==> config.mk <==
export PLATFORM = sky130hd
export DESIGN_NAME = lifo_stack_search_delete_top_flat
export DESIGN_NICKNAME = d
export VERILOG_FILES = /design/src/lssd_pkg.sv /design/src/lssd_req_if.sv /design/src/lssd_rsp_if.sv /design/src/lssd_cell.sv /design/src/lifo_stack_search_delete_top.sv /design/src/flat_wrapper.sv
export SDC_FILE = /design/constraint.sdc
export NUM_CORES = 2
export LEC_CHECK = 0
export ABC_AREA = 0
export ABC_CLOCK_PERIOD_IN_PS = 13050
export BUFFER_PORTS_ARGS = -buffer_cell sky130_fd_sc_hd__buf_4
export CAP_MARGIN = 20
export CORE_ASPECT_RATIO = 0.75
export CORE_MARGIN = 2
export CORE_UTILIZATION = 25
export CTS_CLUSTER_DIAMETER = 30
export DETAILED_ROUTE_END_ITERATION = 8
export RECOVER_POWER = 100
export SLEW_MARGIN = 15
export SYNTH_ARGS = -nofsm -noshare
export SYNTH_HDL_FRONTEND = slang
export SYNTH_SLANG_ARGS = --single-unit
export TNS_END_PERCENT = 20
==> constraint.sdc <==
create_clock -name clock -period 13.05 [get_ports clock]
set_clock_uncertainty 0.1 [all_clocks]
set_input_delay 1.9575 -clock clock [delete_from_list [all_inputs] [get_ports clock]]
set_output_delay 1.9575 -clock clock [all_outputs]
set_load 0.01 [all_outputs]
==> src/lssd_pkg.sv <==
// Package of constants, codes and types shared by the LIFO stack with search and delete.
`timescale 1ns / 1ps
`default_nettype none
package lssd_pkg;

   localparam int DEPTH = 16;
   localparam int LEVEL_W = $clog2(DEPTH + 1);
   localparam int OPCODE_W = 3;
   localparam int VALUE_W = 32;
   localparam int STATUS_W = 2;
   localparam int LEVEL_OUT_W = 5;

   localparam logic [OPCODE_W-1:0] OP_PUSH = 3'd0;
   localparam logic [OPCODE_W-1:0] OP_POP = 3'd1;
   localparam logic [OPCODE_W-1:0] OP_TOP = 3'd2;
   localparam logic [OPCODE_W-1:0] OP_SEARCH = 3'd3;
   localparam logic [OPCODE_W-1:0] OP_DELETE = 3'd4;

   localparam logic [STATUS_W-1:0] ST_OK = 2'd0;
   localparam logic [STATUS_W-1:0] ST_EMPTY = 2'd1;
   localparam logic [STATUS_W-1:0] ST_NOT_FOUND = 2'd2;
   localparam logic [STATUS_W-1:0] ST_FULL = 2'd3;

   typedef struct packed {
      logic                      push;
      logic                      pop;
      logic                      del;
      logic signed [VALUE_W-1:0] value;
   } cell_cmd_type;

endpackage
`default_nettype wire

==> src/lssd_req_if.sv <==
// Request channel interface carrying an opcode and a value.
`timescale 1ns / 1ps
`default_nettype none
interface lssd_req_if;
   logic                                valid;
   logic                                ready;
   logic [lssd_pkg::OPCODE_W-1:0]       opcode;
   logic signed [lssd_pkg::VALUE_W-1:0] value;

   modport source (output valid, output opcode, output value, input ready);
   modport sink (input valid, input opcode, input value, output ready);
endinterface
`default_nettype wire

==> src/lssd_rsp_if.sv <==
// Response channel interface carrying status, data and fill level.
`timescale 1ns / 1ps
`default_nettype none
interface lssd_rsp_if;
   logic                                 valid;
   logic                                 ready;
   logic [lssd_pkg::STATUS_W-1:0]        status;
   logic signed [lssd_pkg::VALUE_W-1:0]  data;
   logic [lssd_pkg::LEVEL_OUT_W-1:0]     level;

   modport source (output valid, output status, output data, output level, input ready);
   modport sink (input valid, input status, input data, input level, output ready);
endinterface
`default_nettype wire

==> src/lssd_cell.sv <==
// One stack cell: holds an entry, compares it and shifts towards either neighbour.
`timescale 1ns / 1ps
`default_nettype none
module lssd_cell (
   input  wire logic                                clock,
   input  wire logic                                reset,
   input  wire lssd_pkg::cell_cmd_type              cmd,
   input  wire logic signed [lssd_pkg::VALUE_W-1:0] upper_data,
   input  wire logic                                upper_occ,
   input  wire logic signed [lssd_pkg::VALUE_W-1:0] lower_data,
   input  wire logic                                lower_occ,
   input  wire logic                                hit_above,
   output logic signed [lssd_pkg::VALUE_W-1:0]      data,
   output logic                                     occ,
   output logic                                     hit_out
);
   import lssd_pkg::*;

   logic signed [VALUE_W-1:0] data_ff, data_in;
   logic                      occ_ff, occ_in;
   logic                      shift_up;

   // A delete only shifts the matching cell and those below it.
   assign hit_out = hit_above | (occ_ff && (data_ff == cmd.value));
   assign shift_up = cmd.pop | (cmd.del & hit_out);

   always_comb begin
      data_in = data_ff;
      occ_in = occ_ff;
      if (cmd.push) begin
         data_in = upper_data;
         occ_in = upper_occ;
      end else if (shift_up) begin
         data_in = lower_data;
         occ_in = lower_occ;
      end
   end

   always_ff @(posedge clock) begin
      data_ff <= data_in;
      if (reset) begin
         occ_ff <= 1'b0;
      end else begin
         occ_ff <= occ_in;
      end
   end

   assign data = data_ff;
   assign occ = occ_ff;
endmodule
`default_nettype wire

==> src/lifo_stack_search_delete_top.sv <==
// Top level of the LIFO stack with search and delete, built as a row of cells.
//
//   channel   direction   payload                  handshake
//   req_if    in          opcode, value            valid / ready
//   rsp_if    out         status, data, level      valid / ready
//
// Every transaction is handled by the row of cells, which compares all
// entries at once and shifts in the cycle of acceptance; the response is
// registered for the next cycle. A new request is taken in every cycle while
// the response register is empty or being drained. A synchronous reset empties
// the stack. A stalled response holds the request side until it is taken.
`timescale 1ns / 1ps
`default_nettype none
module lifo_stack_search_delete_top (
   input  wire logic clock,
   input  wire logic reset,
   lssd_req_if.sink  req_if,
   lssd_rsp_if.source rsp_if
);
   import lssd_pkg::*;

   cell_cmd_type              cmd;
   logic signed [VALUE_W-1:0] cell_data [DEPTH];
   logic                      cell_occ [DEPTH];
   logic                      cell_hit [DEPTH];

   logic [LEVEL_W-1:0]        level_ff, level_in;
   logic                      rsp_valid_ff, rsp_valid_in;
   logic [STATUS_W-1:0]       status_ff, status_in;
   logic signed [VALUE_W-1:0] data_ff, data_in;
   logic [LEVEL_W-1:0]        rsp_level_ff;
   logic [LEVEL_W+LEVEL_OUT_W-1:0] level_ext;

   logic accept, empty, full, found;

   assign req_if.ready = !rsp_valid_ff || rsp_if.ready;
   assign accept = req_if.valid && req_if.ready;
   assign empty = (level_ff == '0);
   assign full = (level_ff == LEVEL_W'(DEPTH));
   assign found = cell_hit[DEPTH-1];

   always_comb begin
      cmd.push = accept && (req_if.opcode == OP_PUSH) && !full;
      cmd.pop = accept && (req_if.opcode == OP_POP) && !empty;
      cmd.del = accept && (req_if.opcode == OP_DELETE) && !empty;
      cmd.value = req_if.value;
   end

   for (genvar i = 0; i < DEPTH; i++) begin : g_cell
      logic signed [VALUE_W-1:0] up_data, low_data;
      logic                      up_occ, low_occ, hit_in;
      if (i == 0) begin : g_first
         assign up_data = req_if.value;
         assign up_occ = 1'b1;
         assign hit_in = 1'b0;
      end else begin : g_inner
         assign up_data = cell_data[i-1];
         assign up_occ = cell_occ[i-1];
         assign hit_in = cell_hit[i-1];
      end
      if (i == DEPTH - 1) begin : g_last
         assign low_data = '0;
         assign low_occ = 1'b0;
      end else begin : g_below
         assign low_data = cell_data[i+1];
         assign low_occ = cell_occ[i+1];
      end
      lssd_cell u_cell (
         .clock      (clock),
         .reset      (reset),
         .cmd        (cmd),
         .upper_data (up_data),
         .upper_occ  (up_occ),
         .lower_data (low_data),
         .lower_occ  (low_occ),
         .hit_above  (hit_in),
         .data       (cell_data[i]),
         .occ        (cell_occ[i]),
         .hit_out    (cell_hit[i])
      );
   end

   always_comb begin
      level_in = level_ff;
      status_in = ST_OK;
      data_in = '0;
      case (req_if.opcode)
         OP_PUSH: begin
            if (full) begin
               status_in = ST_FULL;
            end else begin
               level_in = level_ff + LEVEL_W'(1);
            end
         end
         OP_POP, OP_TOP: begin
            if (empty) begin
               status_in = ST_EMPTY;
            end else begin
               data_in = cell_data[0];
               if (req_if.opcode == OP_POP) begin
                  level_in = level_ff - LEVEL_W'(1);
               end
            end
         end
         OP_SEARCH, OP_DELETE: begin
            if (empty) begin
               status_in = ST_EMPTY;
            end else if (!found) begin
               status_in = ST_NOT_FOUND;
            end else if (req_if.opcode == OP_DELETE) begin
               level_in = level_ff - LEVEL_W'(1);
            end
         end
         default: begin
         end
      endcase
   end

   always_comb begin
      rsp_valid_in = rsp_valid_ff;
      if (accept) begin
         rsp_valid_in = 1'b1;
      end else if (rsp_if.ready) begin
         rsp_valid_in = 1'b0;
      end
   end

   always_ff @(posedge clock) begin
      if (accept) begin
         status_ff <= status_in;
         data_ff <= data_in;
         rsp_level_ff <= level_in;
      end
      if (reset) begin
         level_ff <= '0;
         rsp_valid_ff <= 1'b0;
      end else begin
         rsp_valid_ff <= rsp_valid_in;
         if (accept) begin
            level_ff <= level_in;
         end
      end
   end

   // The reported level is the fill count masked to the width of the field.
   assign level_ext = {{LEVEL_OUT_W{1'b0}}, rsp_level_ff};

   assign rsp_if.valid = rsp_valid_ff;
   assign rsp_if.status = status_ff;
   assign rsp_if.data = data_ff;
   assign rsp_if.level = level_ext[LEVEL_OUT_W-1:0];
endmodule
`default_nettype wire

==> src/flat_wrapper.sv <==
// flat-port wrapper written by rule: the top's interface ports become plain ports
module lifo_stack_search_delete_top_flat import lssd_pkg::*;
  (clock, reset, req_if_valid, req_if_opcode, req_if_value, req_if_ready, rsp_if_valid, rsp_if_status, rsp_if_data, rsp_if_level, rsp_if_ready);
  lssd_req_if req_if_i ();
  lssd_rsp_if rsp_if_i ();
  input  wire logic clock;
  input  wire logic reset;
  input wire logic [$bits(req_if_i.valid)-1:0] req_if_valid;
  input wire logic [$bits(req_if_i.opcode)-1:0] req_if_opcode;
  input wire logic [$bits(req_if_i.value)-1:0] req_if_value;
  output wire logic [$bits(req_if_i.ready)-1:0] req_if_ready;
  output wire logic [$bits(rsp_if_i.valid)-1:0] rsp_if_valid;
  output wire logic [$bits(rsp_if_i.status)-1:0] rsp_if_status;
  output wire logic [$bits(rsp_if_i.data)-1:0] rsp_if_data;
  output wire logic [$bits(rsp_if_i.level)-1:0] rsp_if_level;
  input wire logic [$bits(rsp_if_i.ready)-1:0] rsp_if_ready;
  assign req_if_i.valid = req_if_valid;
  assign req_if_i.opcode = req_if_opcode;
  assign req_if_i.value = req_if_value;
  assign req_if_ready = req_if_i.ready;
  assign rsp_if_valid = rsp_if_i.valid;
  assign rsp_if_status = rsp_if_i.status;
  assign rsp_if_data = rsp_if_i.data;
  assign rsp_if_level = rsp_if_i.level;
  assign rsp_if_i.ready = rsp_if_ready;
  lifo_stack_search_delete_top u_core (.clock(clock), .reset(reset), .req_if(req_if_i), .rsp_if(rsp_if_i));
endmodule
==> flow_summary_export.csv <==
group,metric,value,unit
worst_setup_path,critPathBufInv,5,
timing,max_freq,0.119,GHz
worst_setup_path,cp_max_fo,80,
floorplan,die_x,408,um
power_and_ir_drop,p_comb_frac,0.068,
power_and_ir_drop,p_leak,14.1,nW
routing,routed.top_layer,"met4",
timing,fin_tns_setup,0,ns
routing,wl_met1,48900,um
worst_setup_path,cp_data_required_time,13.51,ns
routing,dr_wl_met2,43000,um
final_layout,stdcell_count,4968,
worst_setup_path,cp-start-kind,"input port",
routing,routed_wl,111000,um
timing,hold_violations,0,
clock_network,cts_buffer_depth,3,
logic_synthesis,avgSynthCellArea,9.56,um2
floorplan,num_io_pins,80,
timing,worst_pin_slew,4.51,ns
routing,via_per_inst,4.95,
routing,drc,0,
grt,antenna_found_initial,0,
logic_synthesis,synth_nets,3236,
logic_synthesis,ys_warn_count,0,
grt,grt_use_total,0.172,
job,cap_violations,24,
logic_synthesis,yosys.cell_types.count,65,
logic_synthesis,syn-cell-area,30600,um2
timing,fin_crit,8.39,ns
grt,grt_pass1_wl,159000,um
final_layout,fin_nets,3270,
grt,grt_start_max_net_pins,214,
logic_synthesis,ys_ff_latch,573,
floorplan,start_util,0.251,
floorplan,rows,111,
place,hpwl,73800,um
timing,period_share,0.643,
power_and_ir_drop,switching_share,0.236,
place,dpl_cell_area,32800,um2
timing,drv_slew,1086,
power_and_ir_drop,p_int,4.26,mW
run_status,violations,"max-capacitance violations, max-slew violations",
clock_network,cts-root-buf,"clkbuf_16",
power_and_ir_drop,p_per_area,153,nW/um2
routing,dr.pass1.iters,5,
worst_setup_path,slowest_stage,"clkbuf_1",
logic_synthesis,async_flop_share,0,
logic_synthesis,synth_seq_area_share,0.556,
worst_setup_path,path_delay_family,"buffers and inverters",
final_layout,syn_to_final_growth,19.1,%
logic_synthesis,synth_area_leaders,"edfxtp_1 (54%), nand2_1 (18%), xor2_1 (9.4%)",
clock_network,clk_pin_slew,0.05,ns
logic_synthesis,synthCells,3195,
place,dp.cells,4742,
logic_synthesis,ys_top_cells_by_count,"nand2_1 (1477), edfxtp_1 (551), xor2_1 (327)",
worst_setup_path,worstSetupPathType,"input port to flip-flop",
grt,grt_pass1_vias,22600,
final_layout,drive_gt1_frac,0.0706,
clock_network,worstSkewPairLatency,0.69,ns
clock_network,ctsResizeCount,0,
routing,ant_nets,0,
floorplan,die_y,307,um
worst_setup_path,cp.arrival,8.85,ns
worst_setup_path,cp-end-kind,"flip-flop",
power_and_ir_drop,pwr-share-clk,0.547,
timing,setup_viol,0,
final_layout,fillers,12700,
min_path,min_from,"u_core.g_cell[15].u_cell.occ$_SDFFE_PP0P_",
power_and_ir_drop,vdd_drop_max,0.000117,V
clock_network,post-cts-setup-buffers,0,
clock_network,cts_sinks,573,
routing,initialDrtViolationCount,4192,
run_status,status,"complete, but fails checks",
worst_setup_path,crit_start,"rsp_if_ready",
worst_setup_path,worst_path_most_repeated_cell,"clkbuf_1",
floorplan,core-area,122000,um2
logic_synthesis,synth-edff-count,551,
power_and_ir_drop,p_seq_frac,0.385,
floorplan,dieArea,125000,um2
clock_network,cts_buffers,120,
clock_network,ctsHoldBuffers,0,
timing,rsz0062_at_grt,"no",
timing,slew_headroom,-2.01,
logic_synthesis,synth_area_leader_cell,"edfxtp_1",
final_layout,final_area,36400,um2
place,port_buffers,79,
grt,gr-total-overflow,0,
final_layout,antenna-diode-count,0,
place,routabilityCongestion,0.915,
worst_setup_path,worstPathCellList,"clkbuf_4 -> nand2b_1 -> nand2_1 -> inv_1 -> clkbuf_1 -> o211ai_1 -> clkbuf_1 -> o21ai_0 -> clkbuf_1 -> nor2_1 -> a311oi_1",
worst_setup_path,slowest_delay,2.80,ns
routing,routed-wl-met3,16500,um
clock_network,htreeDepth,3,
power_and_ir_drop,power_switching,1.31,mW
min_path,hold_class,"flip-flop to flip-flop",
routing,vias,24600,
logic_synthesis,yosys.area.top_type_share,0.541,
clock_network,cts_tree,"built",
routing,wl_per_cell,22.3,um
logic_synthesis,synth_flop_cell,"edfxtp_1",
logic_synthesis,post-synth-top-count-cell,"nand2_1",
worst_setup_path,reg2reg_from,"u_core.level_ff[0]$_SDFFE_PP0P_",
[cell families after synthesis]
group | after synthesis | synth area share
AO/OA/AOI/OAI | 96 | 0.0216
XOR/XNOR | 506 | 0.145
adder cells (fa/ha/maj) | 2 | 0.000819
buffers and inverters | 210 | 0.0300
flip-flops | 573 | 0.556
multiplexers | 4 | 0.00131
AND/OR/NAND/NOR | 1804 | 0.245
[layout make-up]
class                   instances  area, um2  share of cell area
flip-flops and latches        573      17000               0.467
multi-input cells            2412      12700               0.348
clock buffers                 159       3240              0.0891
well taps                    1638       2050              0.0563
clock inverters                64        815              0.0224
repair buffers                107        577              0.0158
inverters                      15       56.3             0.00155
[sequential cells by signal, summed over array words and instances, names as in the netlist]
register	cells
u_core.g_cell.u_cell.data	512
u_core.g_cell.u_cell.occ	16
u_core.level_ff	5
u_core.rsp_if.data	32
u_core.rsp_if.level	5
u_core.rsp_if.status	2
u_core.rsp_if.valid	1
[worst reg2reg max path: cells and delay by family (launching register included)]
kind | cells | cell delay (ns)
fa+ha+maj | 1 | 0.25
buf+inv | 3 | 3.90
simple gates | 7 | 3.03
flops | 1 | 0.40
[cells in the final DEF (no fill, tap or decap), drive strengths merged, types with 2 or more instances in the layout]
| cell | count |
|---|---|
| nor3 | 29 |
| nand2b | 5 |
| a311oi | 13 |
| buf | 39 |
| nor4 | 82 |
| o22ai | 3 |
| mux2i | 4 |
| clkbuf | 227 |
| nand4 | 54 |
| xnor2 | 179 |
| or2 | 2 |
| nor2 | 41 |
| o2111ai | 2 |
| nand2 | 1477 |
| o21ai | 31 |
| edfxtp | 551 |
| a31oi | 4 |
| a221o | 2 |
| or3 | 6 |
| bufinv | 17 |
| inv | 19 |
| clkinvlp | 7 |
| dfxtp | 22 |
| a21oi | 15 |
| nand3 | 25 |
| or4 | 7 |
| a211oi | 6 |
| xor2 | 327 |
| ha | 2 |
| and2 | 33 |
| and3 | 37 |
| o211ai | 4 |
| clkinv | 36 |
[worst paths after layout]
path,cells after the start,end,slack [ns]
setup / recovery,11,u_core.g_cell[7].u_cell.occ$_SDFFE_PP0P_,4.66
hold / removal,2,u_core.g_cell[14].u_cell.occ$_SDFFE_PP0P_,0.38
setup reg to reg,11,u_core.g_cell[6].u_cell.data[9]$_DFFE_PP_,5.22
hold reg to reg,2,u_core.g_cell[14].u_cell.occ$_SDFFE_PP0P_,0.38
[through the flow]
step	setup slack (ns)	util	power (mW)	hold slack (ns)
3_5_place_dp	6.87	0.269	2.54	0.387
6_report	4.66	0.299	5.57	0.378
3_3_place_gp	6.97	0.269	2.54	0.387
2_1_floorplan	6.38	-	2.39	0.365
4_1_cts	7.58	0.303	5.59	0.381
5_1_grt	3.93	0.299	5.72	0.403
[routing by layer]
metal | GRT usage | vias up
li1 | - | 10700
met1 | 0.266 | 11900
met2 | 0.227 | 1796
met3 | 0.0514 | 167
met4 | 0.0434 | 0
met5 | 0 | -
[power groups by stage]
stage	combinational (mW)	clock (mW)	sequential [mW]
3_5_place_dp	0.376	0	2.17
6_report	0.379	3.05	2.14
5_1_grt	0.406	3.17	2.14
2_1_floorplan	0.245	0	2.15
4_1_cts	0.378	3.08	2.14
3_3_place_gp	0.370	0	2.17
Note: power is estimated with default switching activity, not from simulation.
